$ cat config.mk
export PLATFORM = sky130hd
export DESIGN_NAME = ptm_angle
export DESIGN_NICKNAME = d
export VERILOG_FILES = /design/src/rtl/ptm_pkg.sv /design/src/rtl/ptm_angle.sv
export SDC_FILE = /design/constraint.sdc
export NUM_CORES = 2
export LEC_CHECK = 0
export ABC_AREA = 1
export ABC_CLOCK_PERIOD_IN_PS = 16900
export CORE_AREA = 2 2 850 429
export DETAILED_ROUTE_END_ITERATION = 7
export DIE_AREA = 0 0 852 431
export DONT_BUFFER_PORTS = 1
export PLACE_DENSITY_LB_ADDON = 0.1
export SKIP_LAST_GASP = 1
export SYNTH_ARGS = -nofsm -noshare
export SYNTH_HDL_FRONTEND = slang
export SYNTH_SLANG_ARGS = --single-unit
$ cat constraint.sdc
create_clock -name i_clk -period 16.9 [get_ports i_clk]
set_clock_uncertainty 0.1 [all_clocks]
set_input_delay 0.845 -clock i_clk [delete_from_list [all_inputs] [get_ports i_clk]]
set_output_delay 0.845 -clock i_clk [all_outputs]
set_load 0.02 [all_outputs]
$ cat src/rtl/ptm_pkg.sv
package ptm_pkg;
    localparam int ScreenW = 320;
    localparam int ScreenH = 200;
    localparam int CordicSteps = 16;
    localparam int TexAw = 16;
    localparam int DW = 12;
    localparam int D2W = 24;
    localparam int R2W = 32;
    localparam int QW = 32;
    localparam int SW = 16;
    localparam int XW = 30;
    localparam int ZW = 20;
    localparam int signed PiQ16 = 205887;
    localparam int HalfTurnQ16 = 205888;
    localparam int AngleMax = 127;
    // |z|*128/205888 == 2|z|/3217, done as (2|z| * ceil(2^32/3217)) >> 32
    localparam int RecipM = 1335085;
    localparam int RecipShift = 32;

    localparam int DivLat = R2W;
    localparam int SqrtLat = SW;
    localparam int DepthLat = 4 + DivLat + SqrtLat;
    localparam int AngLat = 1 + CordicSteps + 3;
    localparam int PipeLat = DepthLat;

    typedef enum logic [2:0] {
        CFG_SHIFT_DIST  = 3'd0,
        CFG_SHIFT_ANGLE = 3'd1,
        CFG_LOOK_X      = 3'd2,
        CFG_LOOK_Y      = 3'd3,
        CFG_DEPTH_RATIO = 3'd4
    } t_cfg_idx;

    typedef struct packed {
        logic [7:0] shift_dist;
        logic [7:0] shift_angle;
        logic [8:0] look_x;
        logic [7:0] look_y;
        logic [7:0] depth_ratio;
    } t_cfg;

    function automatic logic [ZW-1:0] atan_q16(input logic [3:0] i);
        unique case (i)
            4'd0:  atan_q16 = ZW'(51472);
            4'd1:  atan_q16 = ZW'(30386);
            4'd2:  atan_q16 = ZW'(16055);
            4'd3:  atan_q16 = ZW'(8150);
            4'd4:  atan_q16 = ZW'(4091);
            4'd5:  atan_q16 = ZW'(2047);
            4'd6:  atan_q16 = ZW'(1024);
            4'd7:  atan_q16 = ZW'(512);
            4'd8:  atan_q16 = ZW'(256);
            4'd9:  atan_q16 = ZW'(128);
            4'd10: atan_q16 = ZW'(64);
            4'd11: atan_q16 = ZW'(32);
            4'd12: atan_q16 = ZW'(16);
            4'd13: atan_q16 = ZW'(8);
            4'd14: atan_q16 = ZW'(4);
            default: atan_q16 = ZW'(2);
        endcase
    endfunction
endpackage

$ cat src/rtl/ptm_angle.sv
module ptm_angle
    import ptm_pkg::*;
(
    input  logic                 i_clk,
    input  logic                 i_en,
    input  logic signed [DW-1:0] i_dx,
    input  logic signed [DW-1:0] i_dy,
    output logic [7:0]           o_angle
);
    logic signed [XW-1:0] r_x [CordicSteps+1];
    logic signed [XW-1:0] r_y [CordicSteps+1];
    logic signed [ZW-1:0] r_z [CordicSteps+1];
    logic                 r_c [CordicSteps+1];
    logic                 r_neg;
    logic [ZW-1:0]        r_abs;
    logic                 r_zero1;
    logic [ZW+7:0]        r_prod;
    logic                 r_neg2, r_zero2;
    logic [7:0]           r_out;
    logic [7:0]           w_m;
    logic [2*ZW+1:0]      w_prod;

    assign w_prod = {r_abs, 1'b0} * (ZW+1)'(RecipM);

    always_ff @(posedge i_clk) begin
        if (i_en) begin
            r_c[0] <= i_dx == '0 && i_dy == '0;
            if (i_dx < 0) begin
                r_x[0] <= -(XW'(i_dx) <<< 16);
                r_y[0] <= -(XW'(i_dy) <<< 16);
                r_z[0] <= i_dy >= 0 ? ZW'(PiQ16) : -ZW'(PiQ16);
            end else begin
                r_x[0] <= XW'(i_dx) <<< 16;
                r_y[0] <= XW'(i_dy) <<< 16;
                r_z[0] <= '0;
            end
            for (int i = 0; i < CordicSteps; i++) begin
                if (r_y[i] >= 0) begin
                    r_x[i+1] <= r_x[i] + (r_y[i] >>> i);
                    r_y[i+1] <= r_y[i] - (r_x[i] >>> i);
                    r_z[i+1] <= r_z[i] + $signed(atan_q16(4'(i)));
                end else begin
                    r_x[i+1] <= r_x[i] - (r_y[i] >>> i);
                    r_y[i+1] <= r_y[i] + (r_x[i] >>> i);
                    r_z[i+1] <= r_z[i] - $signed(atan_q16(4'(i)));
                end
                r_c[i+1] <= r_c[i];
            end
            r_neg   <= r_z[CordicSteps] < 0;
            r_abs   <= r_z[CordicSteps] < 0 ? ZW'(-r_z[CordicSteps]) : ZW'(r_z[CordicSteps]);
            r_zero1 <= r_c[CordicSteps];
            r_prod  <= (ZW+8)'(w_prod >> RecipShift);
            r_neg2  <= r_neg;
            r_zero2 <= r_zero1;
            r_out   <= r_zero2 ? 8'd0 : (r_neg2 ? 8'(-w_m) : w_m);
        end
    end

    assign w_m = r_prod > (ZW+8)'(AngleMax) ? 8'(AngleMax) : r_prod[7:0];
    assign o_angle = r_out;
endmodule

==> results.sh <==
export IMPL_synthesis_area_um2=107000
export IMPL_cts_tree="built"
export IMPL_syn_inst=14000
export IMPL_worstSetupStartpoint="r_abs[8]"
export IMPL_n_fill_cell=38700
export IMPL_required_ns=17.39
export IMPL_maxCapViolations=0
export IMPL_synth_edf_count=1107
export IMPL_grt_use_total=0.217
export IMPL_remaining_drc_errors=0
export IMPL_relSlewSlack=0.0815
export IMPL_fin_setup_tns_ns=0
export IMPL_critPathCaptureType="register"
export IMPL_rr_worst_depth=18
export IMPL_fmax_mhz=158
export IMPL_routedWlPerCell_um=21.7
export IMPL_slowest_delay_ns=0.68
export IMPL_cts_resized=0
export IMPL_root_buffer="clkbuf_16"
export IMPL_ctsHtreeMaxLevel=4
export IMPL_met1_usage=0.403
export IMPL_dp_cells=18700
export IMPL_worstPathBufferInverterCount=2
export IMPL_grt_pass1_wl_um=601000
export IMPL_initial_core_util=0.299
export IMPL_drive_above_1_share=0.0219
export IMPL_hold_depth=1
export IMPL_grt_pass1_vias=87000
export IMPL_avgSynthCellArea_um2=7.69
export IMPL_chipHeight_um=431
export IMPL_cp_arrival_ns=6.82
export IMPL_worstHoldStart="i_dx[6]"
export IMPL_ys_types=63
export IMPL_clk_latency_ns=0.89
export IMPL_yosysWarnings=0
export IMPL_status="finished clean"
export IMPL_stdcell_count=19000
export IMPL_use_met3=0.0778
export IMPL_synth_seq_cells=1107
export IMPL_core_um2=360000
export IMPL_timing_final_crit_period_ns=6.33
export IMPL_drt_wl_total_um=411000
export IMPL_num_rows=156
export IMPL_synth_area_leaders="edfxtp_1 31%, ha_1 13%, nand2_1 11%"
export IMPL_holdCritPathClass="input pin to register"
export IMPL_slowest_stage="fa_1"
export IMPL_async_flop_share=0
export IMPL_cp_start_kind="register"
export IMPL_crit_fanout=6
export IMPL_drt_first_iter_violations=11900
export IMPL_clk_path_buf_depth=4
export IMPL_portBuffers=0
export IMPL_finalMaxSlewViolations=0
export IMPL_synthTopCellsByCount="3058 x nand2_1, 1838 x inv_1, 1456 x nor2_1, 1159 x ha_1, 1142 x a21oi_1"
export IMPL_synth_top_area_cell="edfxtp_1"
export IMPL_ios=34
export IMPL_vias=96500
export IMPL_cts_sinks=1107
export IMPL_worstPathCellList="inv_1, fa_1, fa_1, fa_1, inv_1, fa_1, fa_1, fa_1, fa_1, ha_1, nand2_1, o21ai_0, nand2_1, a21oi_1, nor3_1, nand2_1, nand2_1, nand2_1"
export IMPL_antenna_found_initial=10
export IMPL_hold_buffers=4
export IMPL_synth_ff_type="edfxtp_1"
export IMPL_place_congestion=0.968
export IMPL_grt_max_degree=267
export IMPL_die_width_um=852
export IMPL_met2_usage=0.209
export IMPL_setup_viol=0
export IMPL_synth_seq_area_share=0.309
export IMPL_tightest_slew_ns=1.38
export IMPL_rsz0062_at_grt="false"
export IMPL_fin_nets=15400
export IMPL_fin_crit_sh=0.374
export IMPL_path_class="register to register"
export IMPL_via_per_inst=5.09
export IMPL_dp_hpwl_um=344000
export IMPL_drt_pass1_iterations=6
export IMPL_worst_path_stages=18
export IMPL_floorplan_die_area_um2=367000
export IMPL_cp_top_family="adder cells"
export IMPL_critPathMostFrequentCell="fa_1"
export IMPL_numCtsBuffers=139
export IMPL_areaGrowthSynthToFinish_pct=9.82
export IMPL_clk_pin_slew_ns=0.07
export IMPL_netlist_area_leader_share=0.309
export IMPL_overflow=0
export IMPL_worstReg2RegStart="r_abs[8]"
export IMPL_yosys_cell_count_top_type="nand2_1"
export IMPL_cts_setup_buffers=0
export IMPL_hold_violations=0
export IMPL_busiest_layer="met1"
export IMPL_ant_nets=0
export IMPL_synth_fp_nets=15300
==> state kept, by name, indices dropped and copies added, names as in the netlist <==
name	flops
r_z	321
r_abs	20
r_neg2	1
r_y	374
r_c	17
r_zero1	1
r_neg	1
r_prod	10
r_x	353
o_angle	8
r_zero2	1
==> worst paths after layout <==
check,endpoint,slack (ns)
min reg2reg,r_z[14][2],0.29
max reg2reg,r_prod[3],10.57
min,r_x[0][22],0.11
max,r_prod[3],10.57
==> per-stage QoR <==
| step | instance area [um2] | hold WS (ns) | utilization | setup slack (ns) |
|---|---|---|---|---|
| finish | 118000 | 0.115 | 0.328 | 10.57 |
| global route | 118000 | 0.0473 | 0.328 | 10.24 |
| CTS | 118000 | 0.0264 | 0.328 | 10.59 |
| detailed placement | 113000 | 0.305 | 0.315 | 10.34 |
| global placement | 113000 | 0.301 | 0.315 | 10.34 |
| floorplan | 107000 | 0.300 | - | 11.33 |
==> cells in the final DEF (no fill, tap or decap), types with 19 or more instances in the layout <==
master,instances
o21ai_0,720
nor3_1,260
o21bai_1,100
nand4_1,200
nor4_1,73
o31ai_1,53
xnor2_1,291
nand3_1,846
clkbuf_16,140
xor2_1,900
clkinv_1,24
nand3b_1,32
edfxtp_1,1107
fa_1,188
bufinv_16,19
or2_2,24
inv_1,1838
a21oi_1,1142
ha_1,1159
a31oi_1,68
buf_4,26
a21boi_0,48
a211oi_1,21
o21a_1,22
nor2_1,1456
nand2_1,3057
a21o_1,118
==> layout make-up <==
type | count | area [um2] | share of cell area
Antenna cell | 4 | 10.0 | 0.0000848
Sequential cell | 1107 | 33200 | 0.282
Clock inverter | 83 | 995 | 0.00843
Inverter | 1847 | 6930 | 0.0588
Multi-Input combinational cell | 10900 | 66800 | 0.566
Timing Repair Buffer | 36 | 418 | 0.00354
Tap cell | 4819 | 6030 | 0.0511
Clock buffer | 152 | 3550 | 0.0301
==> kinds of logic after synthesis <==
group / synth area share
mux: 0.0000932
xor+xnor: 0.0972
compound gates: 0.122
simple gates: 0.233
buf+inv: 0.0688
flops: 0.309
fa+ha+maj: 0.170
==> per-layer routing <==
metal / wire (um) / vias to the layer above
li1: - / 47200
met1: 243000 / 45300
met2: 113000 / 3843
met3: 50600 / 215
met4: 3390 / 6
met5: 219 / -
Power is not shown: default switching activity piles up to over one toggle a cycle in this logic, so the estimate is an artifact.
